$ cat src/rtl/wpr_pkg.sv
// Shared types and constants for the weighted PageRank engine.
// No dependencies.
`default_nettype none
package wpr_pkg;
    localparam logic [1:0] OP_ADD   = 2'd0;
    localparam logic [1:0] OP_RUN   = 2'd1;
    localparam logic [1:0] OP_READ  = 2'd2;
    localparam logic [1:0] OP_CLEAR = 2'd3;
    localparam logic KIND_RUN  = 1'b0;
    localparam logic KIND_READ = 1'b1;
    localparam int RANK_W = 48;
    localparam int WSUM_W = 32;
    localparam int ACC_W  = 64;
    localparam logic [RANK_W-1:0] RANK_MAX = {RANK_W{1'b1}};
    localparam logic [ACC_W-1:0]  ACC_MAX  = {ACC_W{1'b1}};
    localparam logic [WSUM_W-1:0] WSUM_MAX = {WSUM_W{1'b1}};
    localparam logic [1:0] CFG_ITER = 2'd0;
    localparam logic [1:0] CFG_NVTX = 2'd1;
    localparam logic [1:0] CFG_DAMP = 2'd2;
    // Divider handshake between sequencer and divider.
    typedef struct packed {
        logic              start;
        logic [RANK_W-1:0] dividend;
        logic [WSUM_W-1:0] divisor;
    } div_req_t;
    typedef struct packed {
        logic              done;
        logic [RANK_W-1:0] quotient;
    } div_rsp_t;
endpackage
`default_nettype wire

$ cat src/rtl/wpr_div.sv
// Bit-serial divider: floor(x * 2^WFB / s) saturated to 48 bits.
// Depends on wpr_pkg.
`default_nettype none
module wpr_div import wpr_pkg::*; #(
    parameter int WFB = 8
) (
    input  wire logic aclk,
    input  wire logic aresetn,
    input  wire div_req_t req,
    output div_rsp_t rsp
);
    localparam int NW = RANK_W + WFB;
    localparam int CW = $clog2(NW + 1);
    logic [NW-1:0]     num_reg, num_next;
    logic [WSUM_W:0]   rem_reg, rem_next;
    logic [WSUM_W-1:0] den_reg, den_next;
    logic [NW-1:0]     quo_reg, quo_next;
    logic [CW-1:0]     cnt_reg, cnt_next;
    logic              busy_reg, busy_next, done_reg, done_next;
    logic [WSUM_W:0]   trial;

    always_comb begin
        num_next = num_reg; rem_next = rem_reg; den_next = den_reg;
        quo_next = quo_reg; cnt_next = cnt_reg; busy_next = busy_reg;
        done_next = 1'b0;
        trial = {rem_reg[WSUM_W-1:0], num_reg[NW-1]};
        if (req.start) begin
            num_next = {req.dividend, {WFB{1'b0}}};
            den_next = req.divisor;
            rem_next = '0;
            quo_next = '0;
            cnt_next = CW'(NW);
            busy_next = 1'b1;
            if (req.divisor == '0) begin
                busy_next = 1'b0;
                done_next = 1'b1;
                quo_next = NW'(RANK_MAX);
            end
        end else if (busy_reg) begin
            num_next = {num_reg[NW-2:0], 1'b0};
            if (trial >= {1'b0, den_reg}) begin
                rem_next = trial - {1'b0, den_reg};
                quo_next = {quo_reg[NW-2:0], 1'b1};
            end else begin
                rem_next = trial;
                quo_next = {quo_reg[NW-2:0], 1'b0};
            end
            cnt_next = cnt_reg - 1'b1;
            if (cnt_reg == CW'(1)) begin
                busy_next = 1'b0;
                done_next = 1'b1;
            end
        end
    end

    always_ff @(posedge aclk) begin
        num_reg <= num_next; rem_reg <= rem_next; den_reg <= den_next;
        quo_reg <= quo_next; cnt_reg <= cnt_next;
        if (!aresetn) begin
            busy_reg <= 1'b0;
            done_reg <= 1'b0;
        end else begin
            busy_reg <= busy_next;
            done_reg <= done_next;
        end
    end

    assign rsp.done = done_reg;
    assign rsp.quotient = (|quo_reg[NW-1:RANK_W]) ? RANK_MAX : quo_reg[RANK_W-1:0];
endmodule
`default_nettype wire

$ cat config.mk
export PLATFORM = sky130hd
export DESIGN_NAME = wpr_div
export DESIGN_NICKNAME = d
export VERILOG_FILES = /design/src/rtl/wpr_pkg.sv /design/src/rtl/wpr_div.sv
export SDC_FILE = /design/constraint.sdc
export NUM_CORES = 1
export LEC_CHECK = 0
export ABC_AREA = 1
export BUFFER_PORTS_ARGS = -buffer_cell sky130_fd_sc_hd__buf_2
export CAP_MARGIN = 15
export CORE_MARGIN = 2
export CORE_UTILIZATION = 40
export CTS_CLUSTER_SIZE = 20
export DETAILED_ROUTE_END_ITERATION = 10
export PLACE_DENSITY_LB_ADDON = 0.3
export SYNTH_ARGS = -nofsm -noshare
export SYNTH_HDL_FRONTEND = slang
export SYNTH_SLANG_ARGS = --single-unit
$ cat constraint.sdc
create_clock -name aclk -period 5.15 [get_ports aclk]
set_input_delay 0.2575 -clock aclk [delete_from_list [all_inputs] [get_ports aclk]]
set_output_delay 0.2575 -clock aclk [all_outputs]
set_load 0.005 [all_outputs]
* After elaboration in Yosys (flattened, before gate mapping) *
Cells that the tools add are included.

storage, ports and cells
  output and inout bits = 49
  logic and storage cells = 30
  flip-flop bits (word level) = 176
  bits of input ports = 83

operators by class
  $add $sub $neg = 2
  equal/unequal tests = 1
  magnitude comparators = 1
  reduce and logical (&&, ||, !) cells = 3
  multiplexer cells = 16

operator list
  kind                 count
  $mux 56              4
  $mux 48              2
  $ge 33x32->1         1
  $logic_not 32->1     1
  $mux 32              1
  $sub 32x32->32       1
  $mux 1               9
  $reduce_or 8->1      1
  $eq 6x1->1 const B   1
  $sub 6x1->6 const B  1
  $reduce_bool 2->1    1

* Depth between registers and ports, before layout *
Gate-level depths: netlist of the first run.

  depth after elaboration = 4
  mapped depth = 16
  depth with buffers taken out = 16

* Least setup slack after synthesis of the first run *
Ideal clock, no wire load.

  path type = input to register
  start = input port req[80] (netlist bit)
  end = register num_reg[10] (enable)
  data required time = 4.641 ns
  arrival time = 3.663 ns
  library setup time = 0.509 ns
  path slack = 0.978 ns
  buffers on the path = 2
  stages on the path = 4
  cell sequence = buf_4 > nor2_1 > clkinv_1 > clkbuf_1

on the way
  word-level cells in the longest chain between the ends = 1

ends and longest elaborated chain
  what                                RTL line       text
  from (decl)                         wpr_div.sv:9   input wire div_req_t req,
  $reduce_bool 2->1 (no source line)  -
  to (signal assigned)                wpr_div.sv:57  num_reg <= num_next; rem_reg <= rem_next; den_reg <= den_next;
  to (decl)                           wpr_div.sv:14  logic [NW-1:0] num_reg, num_next;

No other way between the ends.
A chain may end at the register's enable or synchronous reset.

* Worst setup path in the final report of the first run *
  start = register den_reg[8]
  end = register quo_reg[0], data pin

on the way
  word-level cells in the longest chain between the ends = 4

ends and longest elaborated chain
  what                    RTL line       text
  from (decl)             wpr_div.sv:16  logic [WSUM_W-1:0] den_reg, den_next;
  from (signal assigned)  wpr_div.sv:57
  $ge 33x32->1            wpr_div.sv:41  if (trial >= {1'b0, den_reg}) begin
  $mux 1                  wpr_div.sv:41
  $mux 56                 wpr_div.sv:39  end else if (busy_reg) begin
  $mux 56                 wpr_div.sv:27  if (req.start) begin
  net quo_next[0]         wpr_div.sv:17  logic [NW-1:0] quo_reg, quo_next;
  to (signal assigned)    wpr_div.sv:58  quo_reg <= quo_next; cnt_reg <= cnt_next;
  to (decl)               wpr_div.sv:17

The timed path passes the listed nets, and every way through them passes these cells. The select of a mux whose other input is x is not followed.

==> metrics.md, run 1 <==
| Metric | Value |
|---|---|
| Status | `finished, final reports clean` |
| Grt ovf | `0` |
| Kind of critical path | `reg -> reg` |
| Most frequent cells in the layout | `501 x nand2_1, 231 x inv_1, 136 x edfxtp_1, 130 x buf_2, 79 x nand3_1` |
| Synthesis-to-finish area growth | `15.1%` |
| CP endpoint kind | `flop` |
| Endpoints failing setup | `0` |
| Final Slew Violations | `0` |
| Final nets | `1,528` |
| Critical Path Start Type | `flop` |
| Pleak | `5.67 nW` |
| Worst hold-check path type | `in -> reg` |
| Routed WL | `23.3 mm` |
| Setup slack, reg-to-reg | `2.54 ns` |
| Multi-input logic area | `3980 um^2` |
| Antenna-violating nets left | `0` |
| Post-Syn Instances | `1,296` |
| Sequential element share of the synthesized area | `49.0%` |
| Largest net degree at the start of global routing | `96` |
| Mapped Avg Cell Area | `7.69 um^2` |
| Vias in the first global route | `8,002` |
| Setup TNS | `0 ns` |
| Die Y | `162 um` |
| FILL cells | `2,433` |
| Hold Crit Start | `req[23]` |
| Initial Util | `40.9%` |
| TritonCTS clock tree | `done` |
| Die area | `26,200 um^2` |
| Mapped Area | `9970 um^2` |
| 1st-pass router iterations | `5` |
| CP arrival | `2.76 ns` |
| Layout cell share with drive strength beyond 1 | `13.5%` |
| Post-CTS resize count | `0` |
| Final Wtd Congestion | `0.916` |
| Worst VDD drop | `0.232 mV` |
| Clock slew at reported path FFs | `0.07 ns` |
| Syn_nets | `1,414` |
| Ports | `132` |
| First-pass GRT wire length | `38.5 mm` |
| Leading cell type in the layout, fill and taps excluded | `nand2_1` |
| H-tree levels | `4` |
| Reg2Reg Depth | `14` |
| Slew headroom | `39.1%` |
| Postcts setup bufs | `0` |
| RSZ-0062 raised after global routing | `false` |
| Via count | `8,291` |
| Core Rows | `57` |
| CTS max path bufs | `2` |
| Fmax | `0.383 GHz` |
| CTS Root Cell | `clkbuf_16` |
| MaxCap Viol Count | `0` |
| Hold Crit Endpoint | `den_reg[23]` |
| Core area | `24,400 um^2` |
| Setup Skew | `0.0115 ns` |
| Final period util | `50.7%` |
| Worst-margin pin slew | `0.913 ns` |
| Pwr Density | `291 nW/um^2` |
| Final hold vios | `0` |
| Max reg flops | `56` |
| Initial antenna violation count | `4` |
| FF-to-FF End | `quo_reg[0]` |
| Hold_buf cts | `0` |
| CTS sink cnt | `176` |
| Die X | `162 um` |
| CP max FO | `33` |
| Dpl hpwl | `16.6 mm` |
| Gr usage total | `18.3%` |
| Worst EP required | `5.30 ns` |
| CTS Buf Count | `17` |
| FF+latch area | `4880 um^2` |
| Min Tclk post-route | `2.61 ns` |
| Vias/cell | `4.74` |
| Yosys warning count | `0` |
| Wire length per cell | `13.3 um` |
| Synth unique cells | `36` |
| Hold_ws | `0.0214 ns` |
| Yosys reg bits | `176` |
| DRC viols | `0` |
| Starting DRT DRC Count | `506` |
| Worst skew pair latency | `0.42 ns` |
| WHS Path Cells | `1` |
| Worst r2r src | `den_reg[8]` |
| Number of port buffers | `131` |
Yosys cell counts:
| cell | instances | area share (%) |
|---|---|---|
| nand4_1 | 5 | 0.31 |
| dfxtp_1 | 40 | 8.0 |
| ha_1 | 34 | 4.3 |
| o21a_1 | 1 | 0.075 |
| nand2_1 | 501 | 19 |
| nor3_2 | 1 | 0.10 |
| o21ai_1 | 17 | 0.85 |
| nor2_1 | 55 | 2.1 |
| edfxtp_1 | 136 | 41 |
| and2_0 | 1 | 0.063 |
| a21boi_0 | 1 | 0.075 |
| nor2_2 | 6 | 0.38 |
| buf_2 | 8 | 0.40 |
| nand3_1 | 79 | 4.0 |
| nor2_4 | 1 | 0.11 |
| buf_6 | 6 | 0.68 |
| nand3_2 | 2 | 0.20 |
| nand2_2 | 4 | 0.25 |
| o21ai_0 | 53 | 2.7 |
| nand3b_1 | 22 | 1.7 |
| a21oi_1 | 21 | 1.1 |
| buf_4 | 3 | 0.23 |
| fa_1 | 1 | 0.20 |
| nand2_4 | 2 | 0.23 |
| o21bai_1 | 1 | 0.075 |
| nor4_1 | 9 | 0.56 |
| clkinv_1 | 1 | 0.038 |
| xor2_1 | 1 | 0.088 |
| inv_1 | 231 | 8.7 |
| and2_1 | 3 | 0.19 |
| xnor2_1 | 13 | 1.1 |
| inv_2 | 5 | 0.19 |
| buf_1 | 1 | 0.038 |
| clkbuf_1 | 24 | 0.90 |
| or2_2 | 1 | 0.063 |
| nor3_1 | 6 | 0.30 |
stage by stage:
step / worst slack (ns) / util, % / area [um^2] / std cells / power (mW)
final: 2.54 / 47.0 / 11500 / 1749 / 3.34
after global routing: 2.29 / 47.0 / 11500 / 1747 / 3.48
after CTS: 2.24 / 47.0 / 11500 / 1746 / 3.37
after detailed placement: 1.97 / 44.5 / 10900 / 1714 / 2.05
after global placement: 2.13 / 44.5 / 10900 / 1714 / 2.05
after floorplan: 0.978 / - / 9970 / 1296 / 1.93
worst max-delay path by stage:
stage / start / endpoint / slack, ns / depth (start not counted)
after global routing: den_reg[16] / rem_reg[2] / 2.29 / 13
final: den_reg[8] / quo_reg[0] / 2.54 / 14
after global placement: req[80] / quo_reg[24] / 2.13 / 4
after detailed placement: req[80] / quo_reg[22] / 1.97 / 4
after CTS: busy_reg / quo_reg[54] / 2.24 / 3
after floorplan: req[80] / num_reg[10] / 0.98 / 4
per-layer routing:
metal	wire length [um]	vias up	GRT usage, %	part of all wire (%)
met5	27	-	0	0.12
met4	409	4	5.27	1.8
met3	1260	31	3.65	5.4
met2	10900	198	30.3	47
met1	10700	3769	24.4	46
li1	-	4289	-	-
worst max-delay path: stages (launching register included):
cell and delay, ns:
edfxtp_1 0.36, inv_1 0.08, ha_1 0.29, nand2_1 0.10
nand2_1 0.07, inv_1 0.06, nand2_1 0.08, inv_2 0.06
nand3_2 0.13, nand2_2 0.11, nand2_2 0.07, nand2_4 0.36
nand2_4 0.34, nand2_1 0.15, nand2_1 0.07
power by group:
group / total (mW) / switching (mW) / internal (mW)
sequential: 1.68 / 0.0304 / 1.65
clock: 1.32 / 0.582 / 0.735
combinational: 0.341 / 0.227 / 0.114
total: 3.34 / 0.840 / 2.50
kinds of logic (layout without fill, tap and decap cells):
logic type               after synthesis  after routing  synth area share (%)
other                                  0              2                     0
buffers and inverters                279            406                  11.2
flip-flops                           176            176                  49.0
AO/OA/AOI/OAI                         94             94                  4.80
AND/OR/NAND/NOR                      698            698                  29.3
adder cells (fa/ha/maj)               35             35                  4.47
XOR/XNOR                              14             14                  1.23
cell type report:
type / count / share of cell area (%)
tap: 324 / 3.53
sequential: 176 / 42.6
inverter: 237 / 7.78
multi-input combinational: 841 / 34.7
clock buffer: 18 / 3.74
antenna: 2 / 0.0436
clock inverter: 14 / 1.51
timing repair buffer: 137 / 6.13
No activity file was read; power rests on OpenSTA's default activity.
==> run 2: changes to the inputs <==
==> constraint.sdc (replaced) <==
create_clock -name aclk -period 2.69 [get_ports aclk]
set_input_delay 0.1345 -clock aclk [delete_from_list [all_inputs] [get_ports aclk]]
set_output_delay 0.1345 -clock aclk [all_outputs]
set_load 0.005 [all_outputs]
==> run 2 against run 1 <==
  * Setup slack got worse by 2.3 ns
  * Sequential share of layout area down 3.2 points
  * Utilization up 3.8 points
  * Total power grew 99%
  * Critical path depth decreased by 1
  * Critical endpoint is now rem_reg[9]
  * Largest power group unchanged
==> metrics.md, run 2 (synthesis gave the netlist of run 1 again) <==
| Metric | Value |
|---|---|
| Status | `finished, final reports clean` |
| CTS Buf Count | `17` |
| Leading cell type in the layout, fill and taps excluded | `nand2_1` |
| Final nets | `1,617` |
| FILL cells | `2,322` |
| DP Worst Slack | `0.271 ns` |
| Die area | `26,200 um^2` |
| Endpoints failing setup | `0` |
| Worst-margin pin slew | `0.846 ns` |
| Worst skew pair latency | `0.43 ns` |
| Diodes inserted | `0` |
| Initial antenna violation count | `0` |
| CP endpoint kind | `flop` |
| Slew headroom | `43.6%` |
| Fmax | `0.406 GHz` |
| Worst EP required | `2.99 ns` |
| Worst VDD drop | `0.443 mV` |
| Initial Util | `40.9%` |
| 1st-pass router iterations | `5` |
| Worst r2r src | `den_reg[25]` |
| Power share of the sequential group | `48.4%` |
| Final hold vios | `0` |
| Post-CTS resize count | `0` |
| CP Capture Point | `rem_reg[9]` |
| Starting DRT DRC Count | `593` |
| Clock slew at reported path FFs | `0.08 ns` |
| Final instance area | `12,400 um^2` |
| Setup TNS | `0 ns` |
| Hold_buf cts | `80` |
| Placed insts | `1,724` |
| CP startpoint | `den_reg[25]` |
| Setup WS post-layout | `0.227 ns` |
| Min Tclk post-route | `2.46 ns` |
| CP max FO | `33` |
| Setup Skew | `0.0157 ns` |
| Postcts setup bufs | `0` |
| Vias in the first global route | `8,384` |
| Die X | `162 um` |
| FF-to-FF End | `rem_reg[9]` |
| Switching Fraction | `24.2%` |
| CTS max path bufs | `2` |
| Routed WL | `25.5 mm` |
| First-pass GRT wire length | `41.1 mm` |
| Final Wtd Congestion | `0.928` |
| Logic pwr share | `11.6%` |
| Final period util | `91.6%` |
| TritonCTS clock tree | `done` |
| Antenna-violating nets left | `0` |
| Synthesis-to-finish area growth | `24.3%` |
| Kind of critical path | `reg -> reg` |
| Internal power | `5.04 mW` |
| H-tree levels | `4` |
| DRC viols | `0` |
| Layout cell share with drive strength beyond 1 | `13.4%` |
| Ports | `132` |
| Grt ovf | `0` |
| CP arrival | `2.76 ns` |
| Die Y | `162 um` |
| Pleak | `6.07 nW` |
| RSZ-0062 raised after global routing | `false` |
| Critical Path Start Type | `flop` |
| Core Rows | `57` |
| Final Slew Violations | `0` |
| CTS sink cnt | `176` |
| Clock share of power | `39.9%` |
| Dpl hpwl | `17.7 mm` |
| Gr usage total | `19.6%` |
| Vias/cell | `4.74` |
| Most frequent cells in the layout | `501 x nand2_1, 231 x inv_1, 136 x edfxtp_1, 130 x buf_2, 80 x dlygate4sd3_1` |
| Largest net degree at the start of global routing | `90` |
| Final Non-Filler Cells | `1,836` |
| Via count | `8,703` |
| Worst hold-check path type | `in -> reg` |
| Max reg flops | `56` |
| MaxCap Viol Count | `0` |
| Placed Area | `11,000 um^2` |
| Setup slack, reg-to-reg | `0.23 ns` |
| Reg2Reg Depth | `13` |
| Psw | `1.61 mW` |
| Post-layout total power | `6.65 mW` |
| Pwr Density | `537 nW/um^2` |
| Core area | `24,400 um^2` |
| Wire length per cell | `13.9 um` |
| CTS Root Cell | `clkbuf_16` |
| Number of port buffers | `131` |
[run 2: changes by cell type in the layout (fill, tap and decap cells not counted), sizes merged, moves of 2 or more]
cell,change
buf,+9
inv,-2
bufinv,+2
diode,-2
dlygate4sd3,+80
[run 2: stage by stage]
step	hold slack [ns]	util (%)
global route	0.0182	50.8
detailed placement	0.328	44.9
floorplan	0.233	-
finish	0.0332	50.8
global placement	0.329	44.9
CTS	0.0109	50.8
[run 2: critical path, cell delays in order, from the launching register on]
cell and delay, ns:
edfxtp_1 0.33, inv_1 0.04, ha_1 0.37, nand2_1 0.12
nor2_1 0.31, nand3_1 0.17, nor2_1 0.12, nand2_1 0.10
nand3_2 0.11, nor2_4 0.05, nand2_4 0.29, nand2_1 0.14
nand3_1 0.09, o21ai_1 0.06
[run 2: worst min-delay path by stage]
| stage | cells after the start | slack, ns | from | endpoint |
|---|---|---|---|---|
| finish | 3 | 0.03 | req[60] | num_reg[36] |
| CTS | 3 | 0.01 | req[60] | num_reg[36] |
| detailed placement | 1 | 0.33 | req[7] | den_reg[7] |
| global placement | 1 | 0.33 | req[28] | den_reg[28] |
| floorplan | 0 | 0.23 | req[0] | den_reg[0] |
| global route | 3 | 0.02 | req[60] | num_reg[36] |
[run 2: metal layers]
metal | vias up | global-route usage (%) | routed length [um]
met5 | - | 0 | 0
met4 | 0 | 6.68 | 623
met3 | 42 | 3.78 | 1330
met2 | 248 | 33.2 | 12100
met1 | 3958 | 25.3 | 11400
li1 | 4455 | - | -
[run 2: layout make-up]
cell class	instances	area, um^2	area share, %
tap	324	405	3.27
multi-input combinational	841	3980	32.1
timing repair buffer	226	1600	12.9
sequential	176	4880	39.4
clock inverter	14	201	1.63
clock buffer	18	429	3.46
inverter	237	892	7.20
[run 2: power by group through the flow]
stage	Clock (mW)	Sequential, mW	Combinational [mW]
floorplan	0	3.27	0.417
global placement	0	3.27	0.669
detailed placement	0	3.28	0.669
CTS	2.71	3.22	0.764
global route	2.80	3.24	0.863
finish	2.65	3.22	0.773
==> run 3: changes to the inputs <==
--- a/config.mk
+++ b/config.mk
@@ -9,10 +9,10 @@
 export BUFFER_PORTS_ARGS = -buffer_cell sky130_fd_sc_hd__buf_2
 export CAP_MARGIN = 15
 export CORE_MARGIN = 2
-export CORE_UTILIZATION = 40
+export CORE_UTILIZATION = 44
 export CTS_CLUSTER_SIZE = 20
 export DETAILED_ROUTE_END_ITERATION = 10
-export PLACE_DENSITY_LB_ADDON = 0.3
+export PLACE_DENSITY = 0.66
 export SYNTH_ARGS = -nofsm -noshare
 export SYNTH_HDL_FRONTEND = slang
 export SYNTH_SLANG_ARGS = --single-unit
==> run 3 against run 2 <==
  * Cell area down 0.97%
  * Total power is 4.9% lower
  * Critical path depth is 5 lower
  * Combinational power barely moved
  * Global-route usage rose by 1.9 points
  * Sequential share of layout area is 0.39 points higher
  * Register-to-register slack better by 0.07 ns
  * Final cell count is 2.2% lower
  * Wire length shrank 1.5%
  * Fmax increased by 0.22%
  * Critical endpoint is now quo_reg[26]
==> metrics.md, run 3 (synthesis gave the netlist of run 1 again) <==
| Metric | Value |
|---|---|
| Status | `finished, final reports clean` |
| RSZ-0062 raised after global routing | `false` |
| CP Capture Point | `quo_reg[26]` |
| Antenna-violating nets left | `0` |
| Max reg flops | `56` |
| Pleak | `6.03 nW` |
| Post-CTS resize count | `0` |
| Via count | `8,717` |
| Hold Crit Start | `req[77]` |
| Critical Path Start Type | `input port` |
| Final hold vios | `0` |
| Clock slew at reported path FFs | `0.06 ns` |
| Vias/cell | `4.86` |
| Pwr Density | `515 nW/um^2` |
| Core Rows | `55` |
| Min Tclk post-route | `2.46 ns` |
| Starting DRT DRC Count | `678` |
| Final nets | `1,614` |
| Initial antenna violation count | `1` |
| Die Y | `155 um` |
| Max incr delay on CP | `0.70 ns` |
| Slew headroom | `47.2%` |
| CTS sink cnt | `176` |
| CTS max path bufs | `2` |
| H-tree levels | `4` |
| First-pass GRT wire length | `41.2 mm` |
| Vias in the first global route | `8,477` |
| Worst skew pair latency | `0.43 ns` |
| CP max FO | `48` |
| Setup Skew | `0.00947 ns` |
| Wire length per cell | `14.0 um` |
| Final Wtd Congestion | `0.918` |
| Number of port buffers | `131` |
| Largest net degree at the start of global routing | `126` |
| Worst hold-check path type | `in -> reg` |
| 1st-pass router iterations | `7` |
| Gr usage total | `21.5%` |
| CTS Root Cell | `clkbuf_16` |
| Setup slack, reg-to-reg | `0.30 ns` |
| CTS Buf Count | `17` |
| Synthesis-to-finish area growth | `23.1%` |
| Reg2Reg Depth | `13` |
| Final instance area | `12,300 um^2` |
| Most frequent cells in the layout | `501 x nand2_1, 231 x inv_1, 136 x edfxtp_1, 130 x buf_2, 80 x dlygate4sd3_1` |
| Final period util | `91.4%` |
| Setup WS post-layout | `0.232 ns` |
| CP endpoint kind | `flop` |
| Final Slew Violations | `0` |
| CP arrival | `2.71 ns` |
| DRC viols | `0` |
| Setup TNS | `0 ns` |
| CP startpoint | `req[16]` |
| Worst EP required | `2.94 ns` |
| FILL cells | `2,076` |
| DP Worst Slack | `0.321 ns` |
| Core area | `22,400 um^2` |
| Worst r2r src | `den_reg[26]` |
| Kind of critical path | `in -> reg` |
| Initial Util | `44.4%` |
| Layout cell share with drive strength beyond 1 | `13.2%` |
| Placed Area | `10,900 um^2` |
| MaxCap Viol Count | `0` |
| Critical-path cell list | `dlygate4sd3_1, buf_2, nor4_1, and2_0, nand4_1, nor2_2, inv_2, o21ai_0` |
| TritonCTS clock tree | `done` |
| Dpl hpwl | `17.1 mm` |
| Die area | `23,900 um^2` |
| Slowest CP cell | `nor4_1` |
| Final core utilization | `54.7%` |
| Endpoints failing setup | `0` |
| Routed WL | `25.1 mm` |
| Grt ovf | `0` |
| Worst VDD drop | `0.463 mV` |
| Die X | `155 um` |
| Post-layout total power | `6.32 mW` |
| Leading cell type in the layout, fill and taps excluded | `nand2_1` |
| Worst-margin pin slew | `0.785 ns` |
| Fmax | `0.407 GHz` |
| FF-to-FF End | `rem_reg[18]` |
| Ports | `132` |
==> run 3: cell count changes in the layout (fill, tap and decap cells not counted), sizes merged <==
| cell | change |
|---|---|
| inv | -3 |
| buf | -3 |
| clkinv | +2 |
| clkinvlp | +2 |
| clkbuf | +3 |
| bufinv | -4 |
| diode | +1 |
==> run 3: critical path: cells and delay by family <==
| family | cells | cell delay (ns) |
|---|---|---|
| simple gates | 4 | 1.37 |
| buf+inv | 3 | 0.98 |
| compound gates | 1 | 0.20 |
==> run 3: repair_timing <==
| action | 4_1_cts | 5_1_grt |
|---|---|---|
| endpoints found under the setup margin | 0 | 0 |
| setup buffers | 0 | 0 |
| hold buffers | 80 | 0 |
| hold endpoints to repair | 81 | 0 |
==> run 3: area by class of cell <==
| cell class | count | area, um^2 | area share [%] |
|---|---|---|---|
| Clock buffer | 21 | 470 | 3.84 |
| Inverter | 237 | 892 | 7.27 |
| Tap cell | 285 | 357 | 2.91 |
| Antenna cell | 1 | 2.50 | 0.0204 |
| Clock inverter | 11 | 83.8 | 0.683 |
| Timing Repair Buffer | 223 | 1600 | 13.0 |
| Multi-Input combinational cell | 841 | 3980 | 32.4 |
| Sequential cell | 176 | 4880 | 39.8 |
==> run 3: worst min path at each step <==
stage / end / cells after the start
3_5_place_dp: den_reg[14] / 1
6_report: num_reg[53] / 3
2_1_floorplan: den_reg[0] / 0
3_3_place_gp: den_reg[14] / 1
5_1_grt: num_reg[53] / 3
4_1_cts: num_reg[53] / 3
==> run 3: through the flow <==
stage	hold slack (ns)	instances
finish	0.0323	1795
global route	0.0347	1795
CTS	0.0318	1794
detailed placement	0.330	1682
global placement	0.327	1682
floorplan	0.233	1296
==> run 3: power breakdown <==
part           switching [mW]  internal, mW  total (mW)
sequential             0.0575          3.16        3.22
combinational           0.462         0.308       0.771
clock                    1.07          1.26        2.33
total                    1.59          4.73        6.32
==> run 3: routing by layer <==
| layer | track usage, % | up-vias | wire [um] |
|---|---|---|---|
| met4 | 7.63 | 0 | 621 |
| met3 | 4.15 | 34 | 1410 |
| met1 | 28.2 | 3971 | 11100 |
| li1 | - | 4454 | - |
| met2 | 35.7 | 258 | 12000 |
| met5 | 0 | - | 0 |
